### src/rtl/core/atwc_pkg.sv
package atwc_pkg;

    localparam int UNITS      = 2;
    localparam int UNIT_IDX_W = (UNITS > 1) ? $clog2(UNITS) : 1;

    localparam logic [4:0] DMA_ACCESS_BASE   = 5'd0;
    localparam logic [4:0] DMA_RECOVERY_BASE = 5'd1;
    localparam logic [4:0] DMA_RECOVERY_MIN  = 5'd1;

    localparam logic [31:0] PIO_LEGACY_MASK = 32'h0000_07ff;
    localparam logic [31:0] DMA_LEGACY_MASK = 32'h0fff_f800;
    localparam logic [31:0] PIO_U66_MASK    = 32'he000_03ff;
    localparam logic [31:0] DMA_U66_MASK    = 32'h001f_fc00;
    localparam logic [31:0] UDMA_U66_MASK   = 32'h1ff0_0000;
    localparam logic [31:0] UDMA_SELECT_BIT = 32'h0010_0000;
    localparam logic [9:0]  PS_PER_NS       = 10'd1000;

    localparam int NUM_W  = 23;
    localparam int DEN_W  = 16;
    localparam int CNT_W  = 5;
    localparam int WIDE_W = 41;
    localparam int PROD_W = NUM_W + DEN_W;

    typedef logic signed [WIDE_W-1:0] wide_t;

    localparam logic [1:0] CMD_CALC   = 2'd0;
    localparam logic [1:0] CMD_SELECT = 2'd1;
    localparam logic [1:0] CMD_READ   = 2'd2;
    localparam logic [1:0] CMD_NONE   = 2'd3;

    localparam logic [1:0] PROTO_PIO  = 2'd0;
    localparam logic [1:0] PROTO_MDMA = 2'd1;
    localparam logic [1:0] PROTO_UDMA = 2'd2;

    localparam logic [1:0] KIND_DMA1  = 2'd0;
    localparam logic [1:0] KIND_DMA2  = 2'd1;
    localparam logic [1:0] KIND_ULTRA = 2'd2;

    localparam logic [3:0] REG_KIND     = 4'd0;
    localparam logic [3:0] REG_SYS_CLK  = 4'd1;
    localparam logic [3:0] REG_U_CLK    = 4'd2;
    localparam logic [3:0] REG_PIO_ABAS = 4'd3;
    localparam logic [3:0] REG_PIO_AMIN = 4'd4;
    localparam logic [3:0] REG_PIO_RBAS = 4'd5;
    localparam logic [3:0] REG_PIO_RMIN = 4'd6;
    localparam logic [3:0] REG_DMA_AMIN = 4'd7;

    typedef struct packed {
        logic             start;
        logic [NUM_W-1:0] num;
        logic [DEN_W-1:0] den;
    } div_req_t;

    typedef struct packed {
        logic             done;
        logic [NUM_W-1:0] quo;
    } div_rsp_t;

    function automatic logic [4:0] sat5(input wide_t v);
        if (v < 0)
            return 5'd0;
        else if (v > 31)
            return 5'd31;
        else
            return v[4:0];
    endfunction

    function automatic logic [5:0] sat6(input wide_t v);
        if (v < 0)
            return 6'd0;
        else if (v > 63)
            return 6'd63;
        else
            return v[5:0];
    endfunction

    function automatic logic [3:0] sat4(input wide_t v);
        if (v < 0)
            return 4'd0;
        else if (v > 15)
            return 4'd15;
        else
            return v[3:0];
    endfunction

endpackage

### src/rtl/core/ata_timing_word_calculator_core.sv
// channel   | dir | handshake        | contents
// s_        | in  | tvalid/tready    | tdata: cmd, unit, protocol, min_access_ns, min_cycle_ns
// m_        | out | tvalid/tready    | tdata: timing_word, ok
// cfg_      | in  | we (no wait)     | index, data
// Calculate beats step through two divisions in the shared restoring divider,
// with a multiply after each and a subtract between them, then the output
// step; other commands and unsupported calculate pairs go straight to the
// output step. One beat is in flight; s_tready is high only when idle.
// A finished result waits in the output register while m_tready is low.
// rst_n is asynchronous, active low; it zeroes the stored words and loads the
// register defaults.
module ata_timing_word_calculator_core (
    input  logic        clk,
    input  logic        rst_n,
    input  logic        s_tvalid,
    output logic        s_tready,
    // [1:0] cmd, [2] unit, [4:3] protocol, [16:5] min_access_ns,
    // [28:17] min_cycle_ns, [31:29] zero
    input  logic [31:0] s_tdata,
    output logic        m_tvalid,
    input  logic        m_tready,
    // [31:0] timing_word, [32] ok, [39:33] zero
    output logic [39:0] m_tdata,
    input  logic        cfg_we,
    input  logic [3:0]  cfg_index,
    input  logic [15:0] cfg_data
);
    import atwc_pkg::*;

    typedef enum logic [6:0] {
        S_IDLE = 7'b0000001,
        S_DIV1 = 7'b0000010,
        S_MUL1 = 7'b0000100,
        S_SUB  = 7'b0001000,
        S_DIV2 = 7'b0010000,
        S_MUL2 = 7'b0100000,
        S_OUT  = 7'b1000000
    } state_t;

    state_t state_reg, state_next;

    // configuration
    logic [1:0]  kind_reg;
    logic [7:0]  sys_clk_reg;
    logic [15:0] u_clk_reg;
    logic [4:0]  pio_abas_reg, pio_amin_reg, pio_rbas_reg, pio_rmin_reg, dma_amin_reg;

    always_ff @(posedge clk or negedge rst_n)
    begin
        if (!rst_n)
        begin
            kind_reg     <= KIND_DMA1;
            sys_clk_reg  <= 8'd30;
            u_clk_reg    <= 16'd7500;
            pio_abas_reg <= 5'd0;
            pio_amin_reg <= 5'd4;
            pio_rbas_reg <= 5'd4;
            pio_rmin_reg <= 5'd1;
            dma_amin_reg <= 5'd1;
        end
        else if (cfg_we)
        begin
            unique case (cfg_index)
                REG_KIND:     kind_reg     <= cfg_data[1:0];
                REG_SYS_CLK:  sys_clk_reg  <= cfg_data[7:0];
                REG_U_CLK:    u_clk_reg    <= cfg_data;
                REG_PIO_ABAS: pio_abas_reg <= cfg_data[4:0];
                REG_PIO_AMIN: pio_amin_reg <= cfg_data[4:0];
                REG_PIO_RBAS: pio_rbas_reg <= cfg_data[4:0];
                REG_PIO_RMIN: pio_rmin_reg <= cfg_data[4:0];
                REG_DMA_AMIN: dma_amin_reg <= cfg_data[4:0];
                default: ;
            endcase
        end
    end

    // input fields
    logic [1:0]  in_cmd, in_proto;
    logic        in_unit;
    logic [11:0] in_acc, in_cyc;
    assign in_cmd   = s_tdata[1:0];
    assign in_unit  = s_tdata[2];
    assign in_proto = s_tdata[4:3];
    assign in_acc   = s_tdata[16:5];
    assign in_cyc   = s_tdata[28:17];

    logic ultra;
    assign ultra = (kind_reg == KIND_ULTRA);

    // clock period, zero taken as one
    logic [DEN_W-1:0] den_cur;
    always_comb
    begin
        if (ultra)
            den_cur = (u_clk_reg == '0) ? DEN_W'(1) : u_clk_reg;
        else
            den_cur = (sys_clk_reg == '0) ? DEN_W'(1) : DEN_W'(sys_clk_reg);
    end

    logic calc_ok;
    always_comb
    begin
        unique case (kind_reg) inside
            KIND_DMA1, KIND_DMA2: calc_ok = (in_proto == PROTO_PIO) || (in_proto == PROTO_MDMA);
            KIND_ULTRA:           calc_ok = (in_proto != 2'd3);
            default:              calc_ok = 1'b0;
        endcase
    end

    logic                  s_acc;
    logic                  calc_reg;
    logic [1:0]            cmd_reg, proto_reg;
    logic [UNIT_IDX_W-1:0] uidx_reg;
    logic [11:0]           acc_ns_reg, cyc_ns_reg;
    logic [DEN_W-1:0]      d_reg;
    logic [NUM_W-1:0]      q1_reg, q2_reg;
    logic [PROD_W-1:0]     prod1_reg, prod2_reg;
    logic [31:0]           words_reg [UNITS];

    assign s_tready = (state_reg == S_IDLE);
    assign s_acc    = s_tvalid && s_tready;

    // shared divider and multiplier
    div_req_t div_req;
    div_rsp_t div_rsp;
    atwc_div u_div (.clk(clk), .rst_n(rst_n), .req(div_req), .rsp(div_rsp));

    wide_t d_w, q1_w, q2_w, acc_base, acc_min, acc_raw, acc_v, m1_w;
    wide_t cyc_scaled, t2, rec_raw, rec_v, rec_base, rec_min, m2_w;
    wide_t prod1_w, prod2_w;
    logic  pio, half;
    logic [NUM_W-1:0]  num1, num2, mul_a;
    logic [PROD_W-1:0] prod;

    always_comb
    begin
        d_w     = wide_t'(d_reg);
        q1_w    = wide_t'(q1_reg);
        q2_w    = wide_t'(q2_reg);
        prod1_w = wide_t'(prod1_reg);
        prod2_w = wide_t'(prod2_reg);
        pio     = (proto_reg == PROTO_PIO);
        acc_base = pio ? wide_t'(pio_abas_reg) : wide_t'(DMA_ACCESS_BASE);
        acc_min  = pio ? wide_t'(pio_amin_reg) : wide_t'(dma_amin_reg);
        rec_base = pio ? wide_t'(pio_rbas_reg) : wide_t'(DMA_RECOVERY_BASE);
        rec_min  = pio ? wide_t'(pio_rmin_reg) : wide_t'(DMA_RECOVERY_MIN);
        acc_raw  = q1_w - acc_base;
        acc_v    = (acc_raw < acc_min) ? acc_min : acc_raw;
        m1_w     = ultra ? q1_w : acc_v + acc_base;
        // remaining cycle time after the access part (whole cycle time for UDMA)
        cyc_scaled = ultra ? wide_t'(cyc_ns_reg) * wide_t'(PS_PER_NS) : wide_t'(cyc_ns_reg);
        t2 = (proto_reg == PROTO_UDMA) ? cyc_scaled : cyc_scaled - prod1_w;
        num2 = (t2 < 0) ? '0 : NUM_W'(t2 + d_w - 1);
        rec_raw = q2_w - rec_base;
        rec_v   = (rec_raw < rec_min) ? rec_min : rec_raw;
        m2_w    = rec_v + wide_t'(DMA_RECOVERY_BASE) + acc_v + wide_t'(DMA_ACCESS_BASE);
        // half-tick DMA option
        half = (kind_reg == KIND_DMA1) && (acc_v > wide_t'(dma_amin_reg)) &&
               (prod1_w - (d_w >>> 1) >= wide_t'(acc_ns_reg)) &&
               (prod2_w - d_w >= wide_t'(cyc_ns_reg));
        if (ultra)
            num1 = NUM_W'(wide_t'(in_acc) * wide_t'(PS_PER_NS) + wide_t'(den_cur) - 1);
        else
            num1 = NUM_W'(wide_t'(in_acc) + wide_t'(den_cur) - 1);
        mul_a = (state_reg == S_MUL2) ? NUM_W'(m2_w) : NUM_W'(m1_w);
        prod  = PROD_W'(mul_a) * PROD_W'(d_reg);
    end

    always_comb
    begin
        div_req.start = (s_acc && in_cmd == CMD_CALC && calc_ok) || (state_reg == S_SUB);
        div_req.num   = (state_reg == S_SUB) ? num2 : num1;
        div_req.den   = (state_reg == S_SUB) ? d_reg : den_cur;
    end

    // result word
    logic [31:0] w_old, w_new;
    logic        ok_new;
    always_comb
    begin
        w_old  = words_reg[uidx_reg];
        w_new  = w_old;
        ok_new = 1'b1;
        if (calc_reg)
        begin
            if (!ultra && pio)
                w_new = (w_old & ~PIO_LEGACY_MASK) |
                        {21'b0, sat6(rec_v), sat5(acc_v)};
            else if (!ultra)
                w_new = (w_old & ~DMA_LEGACY_MASK) |
                        {10'b0, half, sat5(rec_v), sat5(acc_v - wide_t'(half)), 11'b0};
            else if (pio)
                w_new = (w_old & ~PIO_U66_MASK) | {22'b0, sat5(q2_w), sat5(q1_w)};
            else if (proto_reg == PROTO_MDMA)
                w_new = (w_old & ~DMA_U66_MASK) | {12'b0, sat5(q2_w), sat5(q1_w), 10'b0};
            else
                w_new = (w_old & ~UDMA_U66_MASK) |
                        {3'b0, sat4(q1_w), sat4(q2_w), 1'b1, 20'b0};
        end
        else
        begin
            case (cmd_reg)
                CMD_CALC: ok_new = 1'b0;  // unsupported pair
                CMD_NONE: ok_new = 1'b0;
                CMD_SELECT:
                begin
                    if (ultra && proto_reg == PROTO_UDMA)
                        w_new = w_old | UDMA_SELECT_BIT;
                    else if (ultra && proto_reg == PROTO_MDMA)
                        w_new = w_old & ~UDMA_SELECT_BIT;
                end
                default: ;
            endcase
        end
    end

    logic out_free;
    assign out_free = !m_tvalid || m_tready;

    always_comb
    begin
        state_next = state_reg;
        unique case (state_reg)
            S_IDLE: if (s_acc) state_next = (div_req.start) ? S_DIV1 : S_OUT;
            S_DIV1: if (div_rsp.done) state_next = S_MUL1;
            S_MUL1: state_next = S_SUB;
            S_SUB:  state_next = S_DIV2;
            S_DIV2: if (div_rsp.done) state_next = S_MUL2;
            S_MUL2: state_next = S_OUT;
            S_OUT:  if (out_free) state_next = S_IDLE;
            default: state_next = S_IDLE;
        endcase
    end

    logic m_valid_reg;
    logic [39:0] m_data_reg;

    always_ff @(posedge clk or negedge rst_n)
    begin
        if (!rst_n)
        begin
            state_reg   <= S_IDLE;
            m_valid_reg <= 1'b0;
            for (int i = 0; i < UNITS; i++)
                words_reg[i] <= '0;
        end
        else
        begin
            state_reg <= state_next;
            if (state_reg == S_OUT && out_free)
            begin
                m_valid_reg         <= 1'b1;
                words_reg[uidx_reg] <= w_new;
            end
            else if (m_tready)
                m_valid_reg <= 1'b0;
        end
    end

    always_ff @(posedge clk)
    begin
        if (s_acc)
        begin
            cmd_reg    <= in_cmd;
            proto_reg  <= in_proto;
            uidx_reg   <= (UNITS > 1) ? UNIT_IDX_W'(in_unit) : '0;
            acc_ns_reg <= in_acc;
            cyc_ns_reg <= in_cyc;
            d_reg      <= den_cur;
            calc_reg   <= div_req.start;
        end
        if (state_reg == S_DIV1 && div_rsp.done)
            q1_reg <= div_rsp.quo;
        if (state_reg == S_DIV2 && div_rsp.done)
            q2_reg <= div_rsp.quo;
        if (state_reg == S_MUL1)
            prod1_reg <= prod;
        if (state_reg == S_MUL2)
            prod2_reg <= prod;
        if (state_reg == S_OUT && out_free)
            m_data_reg <= {7'b0, ok_new, w_new};
    end

    assign m_tvalid = m_valid_reg;
    assign m_tdata  = m_data_reg;

endmodule

### src/rtl/core/atwc_div.sv
module atwc_div (
    input  logic                clk,
    input  logic                rst_n,
    input  atwc_pkg::div_req_t  req,
    output atwc_pkg::div_rsp_t  rsp
);
    import atwc_pkg::*;

    logic [NUM_W-1:0] quo_reg, quo_next;
    logic [DEN_W:0]   rem_reg, rem_next;
    logic [DEN_W-1:0] den_reg, den_next;
    logic [CNT_W-1:0] cnt_reg, cnt_next;
    logic             busy_reg, busy_next;
    logic             done_reg, done_next;
    logic [DEN_W:0]   rem_sh;

    // one quotient bit per cycle, restoring
    always_comb
    begin
        quo_next  = quo_reg;
        rem_next  = rem_reg;
        den_next  = den_reg;
        cnt_next  = cnt_reg;
        busy_next = busy_reg;
        done_next = 1'b0;
        rem_sh    = {rem_reg[DEN_W-1:0], quo_reg[NUM_W-1]};
        if (req.start)
        begin
            quo_next  = req.num;
            rem_next  = '0;
            den_next  = req.den;
            cnt_next  = '0;
            busy_next = 1'b1;
        end
        else if (busy_reg)
        begin
            if (rem_sh >= {1'b0, den_reg})
            begin
                rem_next = rem_sh - {1'b0, den_reg};
                quo_next = {quo_reg[NUM_W-2:0], 1'b1};
            end
            else
            begin
                rem_next = rem_sh;
                quo_next = {quo_reg[NUM_W-2:0], 1'b0};
            end
            cnt_next = cnt_reg + 1'b1;
            if (cnt_reg == CNT_W'(NUM_W - 1))
            begin
                busy_next = 1'b0;
                done_next = 1'b1;
            end
        end
    end

    always_ff @(posedge clk or negedge rst_n)
    begin
        if (!rst_n)
        begin
            busy_reg <= 1'b0;
            done_reg <= 1'b0;
            cnt_reg  <= '0;
        end
        else
        begin
            busy_reg <= busy_next;
            done_reg <= done_next;
            cnt_reg  <= cnt_next;
        end
    end

    always_ff @(posedge clk)
    begin
        quo_reg <= quo_next;
        rem_reg <= rem_next;
        den_reg <= den_next;
    end

    assign rsp.done = done_reg;
    assign rsp.quo  = quo_reg;

endmodule

### config.mk
export PLATFORM = sky130hd
export DESIGN_NAME = ata_timing_word_calculator_core
export DESIGN_NICKNAME = d
export VERILOG_FILES = /design/src/rtl/core/atwc_pkg.sv /design/src/rtl/core/ata_timing_word_calculator_core.sv /design/src/rtl/core/atwc_div.sv
export SDC_FILE = /design/constraint.sdc
export NUM_CORES = 2
export LEC_CHECK = 0
export BUFFER_PORTS_ARGS = -buffer_cell sky130_fd_sc_hd__buf_2
export CORE_MARGIN = 4
export CORE_UTILIZATION = 40
export CTS_CLUSTER_DIAMETER = 50
export DETAILED_ROUTE_END_ITERATION = 7
export HOLD_SLACK_MARGIN = 0.12
export SYNTH_ARGS = -nofsm -noshare
export SYNTH_HDL_FRONTEND = slang
export SYNTH_SLANG_ARGS = --single-unit
### constraint.sdc
create_clock -name clk -period 15 [get_ports clk]
set_input_delay 3 -clock clk [delete_from_list [all_inputs] [get_ports clk]]
set_output_delay 3 -clock clk [all_outputs]
set_load 0.05 [all_outputs]
; Word-level counts from Yosys, hierarchy flattened
; Cells that the tools add are included.
[word_totals]
regBits = 388
in_bits = 57
output_inout_bits = 42
word_cells = 252
[classes]
add_sub_neg = 17
multipliers = 3
magnitude_cmp = 22
eq_ne = 27
muxes = 107
bitwise = 6
reduce_logical = 39
[ops]
columns = cell, count
row1 = 2-to-1 mux 32 bit, 9
row2 = 2-to-1 mux 5 bit, 42
row3 = "< comparator 41 x 1 -> 1 bit, second input constant", 4
row4 = 2-to-1 mux 23 bit, 7
row5 = "> comparator 41 x 6 -> 1 bit, second input constant", 3
row6 = 2-to-1 mux 41 bit, 3
row7 = greater-or-equal comparator 40 x 13 -> 1 bit, 2
row8 = bitwise mux 64 bit, 1
row9 = 2-to-1 mux 16 bit, 4
row10 = 2-to-1 mux 21 bit, 3
row11 = 2-to-1 mux 4 bit, 14
row12 = case mux 7 bit (7 select lines), 1
row13 = < comparator 24 x 6 -> 1 bit, 2
row14 = subtractor 23 x 5 -> 24 bit, 2
row15 = "> comparator 23 x 4 -> 1 bit, second input constant", 2
row16 = "> comparator 23 x 5 -> 1 bit, second input constant", 2
row17 = "< comparator 23 x 1 -> 1 bit, second input constant", 2
row18 = > comparator 41 x 6 -> 1 bit, 1
row19 = "> comparator 41 x 7 -> 1 bit, second input constant", 1
row20 = subtractor 41 x 2 -> 41 bit, 1
row21 = subtractor 22 x 39 -> 40 bit, 1
row22 = subtractor 39 x 15 -> 40 bit, 1
row23 = subtractor 39 x 16 -> 40 bit, 1
row24 = multiplier 23 x 16 -> 39 bit, 1
row25 = other kinds (54), 111

; Longest topological paths before layout
[depth]
depth_word = 21
mapped_depth = 59
depth_no_buf = 54

; Hierarchy
; Synthesis repeated with hierarchy kept, for this count alone.
[hier_totals]
cells_unflattened = 4864
area_unflattened_um2 = 44571.5
[modules_own_cells]
columns = mod, instances, cells_per_inst, area_per_inst_um2
row1 = ata_timing_word_calculator_core, 1, 4574, 41207.0
row2 = atwc_div, 1, 290, 3364.5

; Worst setup path before layout
; Ideal clock, no wire load.
[synth_path]
path_kind = register to register
from = reg proto_reg[1]
to = reg prod1_reg[38] (data pin)
setup_time_ns = 0.264
arrival_ns = 13.459
t_required_ns = 14.736
path_slack_ns = 1.277
stages_incl_launch_ff = 57
period_less_slack_ns = 13.723
cell_sequence = edfxtp_1 buf_2 nor2_2 clkbuf_1 and2_1 ha_1 inv_1 fa_1 a211oi_4 o211ai_1 buf_4 or2_2 clkbuf_1 a21oi_1 o21ai_0 mux2_2 and3_1 ha_1 [21 not listed] inv_1 fa_1 fa_1 fa_1 inv_1 fa_1 ha_1 a21o_1 a21o_1 a2111oi_0 o21bai_1 a21o_1 a41oi_1 o211ai_1 a311o_1 a31o_2 a21oi_1 xnor2_1
[synth_between]
elab_chain_cells = 9
elab_cells_between_ends = 17
classes_between = add/sub: 5 / mul: 1 / order compare: 2 / mux: 8 / reduce/logical: 1
[synth_lines]
columns = element, line
row1 = start: declaration, ata_timing_word_calculator_core.sv:112  ; logic [1:0] cmd_reg, proto_reg;
row2 = start signal: assignment, ata_timing_word_calculator_core.sv:265  ; proto_reg <= in_proto;
row3 = zero test 2 bit *, ata_timing_word_calculator_core.sv:142  ; pio = (proto_reg == PROTO_PIO);
row4 = "2-to-1 mux 5 bit, on equally long branches", "ata_timing_word_calculator_core.sv:145, ata_timing_word_calculator_core.sv:143"
row5 = "subtractor 23 x 5 -> 24 bit, on equally long branches", "ata_timing_word_calculator_core.sv:154, ata_timing_word_calculator_core.sv:147"
row6 = "< comparator 24 x 6 -> 1 bit, on equally long branches", "ata_timing_word_calculator_core.sv:155, ata_timing_word_calculator_core.sv:148"
row7 = "2-to-1 mux 41 bit, on equally long branches", "ata_timing_word_calculator_core.sv:155, ata_timing_word_calculator_core.sv:148"
row8 = adder 23 x 2 -> 23 bit / adder 23 x 6 -> 23 bit (equally long branches), "ata_timing_word_calculator_core.sv:156, ata_timing_word_calculator_core.sv:149"
row9 = adder 23 bit / 2-to-1 mux 23 bit (equally long branches), "ata_timing_word_calculator_core.sv:156, ata_timing_word_calculator_core.sv:149"
row10 = 2-to-1 mux 23 bit *, ata_timing_word_calculator_core.sv:165  ; mul_a = (state_reg == S_MUL2) ? NUM_W'(m2_w) : NUM_W'(m1_w);
row11 = multiplier 23 x 16 -> 39 bit *, ata_timing_word_calculator_core.sv:166  ; prod = PROD_W'(mul_a) * PROD_W'(d_reg);
row12 = net prod[38], ata_timing_word_calculator_core.sv:133  ; logic [PROD_W-1:0] prod;
row13 = end signal: assignment, ata_timing_word_calculator_core.sv:277  ; prod1_reg <= prod;
row14 = end: declaration, ata_timing_word_calculator_core.sv:117  ; logic [PROD_W-1:0] prod1_reg, prod2_reg;
; Mark *: on every way through the listed nets, which the timed path passes. The rest lies on a longest branch.
; A chain may end at the register's enable or synchronous reset.

; Worst setup path in the final report
[layout_path]
from = reg proto_reg[1]
to = reg prod2_reg[38] (data pin)
[layout_between]
elab_chain_cells = 9
elab_cells_between_ends = 17
classes_between = add/sub: 5 / mul: 1 / order compare: 2 / mux: 8 / reduce/logical: 1
[layout_lines]
columns = element, line
row1 = zero test 2 bit *, ata_timing_word_calculator_core.sv:142
row2 = "2-to-1 mux 5 bit, on equally long branches", "ata_timing_word_calculator_core.sv:145, ata_timing_word_calculator_core.sv:143"
row3 = "subtractor 23 x 5 -> 24 bit, on equally long branches", "ata_timing_word_calculator_core.sv:154, ata_timing_word_calculator_core.sv:147"
row4 = "< comparator 24 x 6 -> 1 bit, on equally long branches", "ata_timing_word_calculator_core.sv:155, ata_timing_word_calculator_core.sv:148"
row5 = "2-to-1 mux 41 bit, on equally long branches", "ata_timing_word_calculator_core.sv:155, ata_timing_word_calculator_core.sv:148"
row6 = adder 23 x 2 -> 23 bit / adder 23 x 6 -> 23 bit (equally long branches), "ata_timing_word_calculator_core.sv:156, ata_timing_word_calculator_core.sv:149"
row7 = adder 23 bit / 2-to-1 mux 23 bit (equally long branches), "ata_timing_word_calculator_core.sv:156, ata_timing_word_calculator_core.sv:149"
row8 = 2-to-1 mux 23 bit *, ata_timing_word_calculator_core.sv:165
row9 = multiplier 23 x 16 -> 39 bit *, ata_timing_word_calculator_core.sv:166
row10 = net prod[38], ata_timing_word_calculator_core.sv:133
row11 = end signal: assignment, ata_timing_word_calculator_core.sv:279  ; prod2_reg <= prod;
row12 = end: declaration, ata_timing_word_calculator_core.sv:117
; Marked as above.

==> flow_summary.ini <==
[job]
maxCapViolCount = 0

[detailed_routing]
routed-wl-met2_um = 59200
wl_met3_um = 7450
drt_pass1_iterations = 5
dr_total_vias = 35600
ant_nets = 0
highest_layer = met4
drt_iter0_drc = 2612
viasPerCell = 5.52
met1_length_um = 58000
wl_um = 129000
route.detailed.drc = 0
wl_per_cell_um = 20.0

[sta]
max_freq_mhz = 70.9
min_period_ns = 14.11
finalCritPeriodShare_pct = 94.1
timing.final.ws_setup_ns = 0.890
slew_headroom_pct = 15.5
setup_viol = 0
worstMarginPinSlew_ns = 1.25
tns_ns = 0
rsz0062_at_grt = no
hold_violations = 0
finClkSkew_ns = 0.0432
final_max_slew_viol_count = 0

[critical_path]
rrSetupSlack_ns = 0.89
critPathRequiredTime_ns = 15.33
critPathTopFamily = compound AO/OA/AOI/OAI gates
cpMaxStageDelayCell = or4b_2
cp_max_fo = 12
critPathCaptureType = register
r2r_cells = 47
crit_top_cell = fa_1
worst-path-buf-inv = 5
worst-path-stages = 47
slowest_delay_ns = 0.63
worst-setup-path-type = reg -> reg
startpoint_type = register
critPathArrivalTime_ns = 14.44

[global_routing]
grt_pass1_vias = 35600
grt_remaining_overflow = 0
antenna_found_initial = 1
grt_pass1_wl_um = 204000
track_usage_pct = 22.1
grt_max_degree = 74

[final_layout]
final_common_cell = inv_1
layout_common_cells = 674 x inv_1, 454 x nand2_1, 446 x ha_1, 379 x fa_1, 308 x nor2_1
final_util_pct = 44.1
drive_above_1_share_pct = 8.17
fin_cells = 6459
n_fill_cell = 10800
largest_reg_flops = 64
finalNetCount = 5823
syn_to_final_growth_pct = 8.93

[synthesis]
synthFlopType = edfxtp_1
ys_seq_elements = 388
ys_seq_area_share_pct = 24.5
netlist_top_cells_area = fa_1 17%, edfxtp_1 16%, ha_1 13%, dfrtp_1 6.4%, inv_1 5.7%
synthDistinctLibCells = 104
synth_warnings = 0
ys_async_sr_fraction_pct = 33.5
synth_area_um2 = 44300
yosysTopAreaCell = fa_1
synth_top_area_share_pct = 17.1
synth-edff-count = 242
syn_avg_cell_area_um2 = 9.06
synthCells = 4886

[die]
dieWidth_um = 341
dieArea_um2 = 116000
io_pins = 99
std_cell_rows = 121
start_util_pct = 40.5
die_h_um = 341
core_um2 = 109000

[clock_network]
cts.sinks = 388
numCtsBuffers = 50
post_cts_resized = 0
ctsLongestPathBuffers = 3
cts_root_buffer = clkbuf_16
cts_setup_buffers = 0
insertion_delay_ns = 0.63
cts_hold_buf = 0
cts_tree = done
htreeDepth = 2
clk_pin_slew_worst_paths_ns = 0.06

[placed_design]
io_buffers = 88
place_ws_ns = 1.09
routabilityCongestion = 0.916
dp_hpwl_um = 101000
dpl.cell_count = 6365

[min_path]
worst_hold_path_type = reg -> reg
holdPathStages = 2

[outcome]
outcome = finished, final reports clean
==> routing by layer <==
layer / global-route usage, % / vias to the layer above
met5: 0 / -
met4: 6.92 / 0
met3: 2.75 / 193
met2: 36.3 / 1113
met1: 30.6 / 17500
li1: - / 16800
==> synthesized netlist by cell type, types with 18 or more instances <==
cell and n:
inv_1 674, nand2_1 454, ha_1 446, fa_1 379, nor2_1 312, o21ai_0 268
a21oi_1 252, edfxtp_1 242, and2_1 163, xnor2_1 141, clkbuf_1 140, dfrtp_1 114
nor3_1 106, xor2_1 102, a21o_1 83, nand3_1 76, mux2_2 71, nor2b_1 53
o21a_1 49, a211oi_1 48, mux2i_1 45, and3_1 43, nand2b_1 40, or3_1 39
o211ai_1 38, a31oi_1 34, o22ai_1 33, nor4_1 30, nand4_1 26, o21bai_1 24
o31ai_1 23, or2_2 18
==> worst register-to-register path, delay by kind of cell (launching register included) <==
kind | cells | cell delay, ns
compound gates | 19 | 5.52
xor+xnor | 3 | 0.46
fa+ha+maj | 11 | 4.60
buf+inv | 5 | 0.46
simple gates | 9 | 2.39
flops | 1 | 0.40
==> path summary, 6_finish.rpt <==
path	endpoint	start
worst max register to register	prod2_reg[38]	proto_reg[1]
worst min-delay path	words_reg[36]	words_reg[36]
worst max-delay path	prod2_reg[38]	proto_reg[1]
max in group asynchronous	u_clk_reg[14]	rst_n
min in group asynchronous	words_reg[29]	rst_n
worst min register to register	words_reg[36]	words_reg[36]
==> per-stage QoR <==
step / area, um^2 / hold slack (ns)
5_1_grt: 48200 / 0.503
3_3_place_gp: 46500 / 0.458
4_1_cts: 48200 / 0.478
2_1_floorplan: 44300 / 0.439
3_5_place_dp: 46500 / 0.463
6_report: 48200 / 0.478
==> final cells by class <==
type,instances,area [um^2],area share (%)
sequential,388,10900,22.5
inverter,678,2540,5.28
tap,1476,1850,3.83
clock buffer,59,1320,2.73
antenna,1,2.50,0.00519
multi-input combinational,3655,30200,62.7
timing repair buffer,168,1040,2.16
clock inverter,34,384,0.797
==> cell families (layout without fill, tap and decap cells) <==
logic type | after synthesis | in the layout | share of synthesized area [%]
AOI/OAI and AO/OA | 1011 | 1011 | 14.5
xor gates and xnor gates | 243 | 243 | 4.81
adders and majority gates | 827 | 827 | 29.8
buffers and inverters | 849 | 939 | 7.34
DFF | 388 | 388 | 24.5
muxes | 116 | 116 | 2.82
other | 1 | 8 | 0.00847
and+or+nand+nor | 1451 | 1451 | 16.2
Power is not shown: default switching activity piles up to over one toggle a cycle in this logic, so the estimate is an artifact.
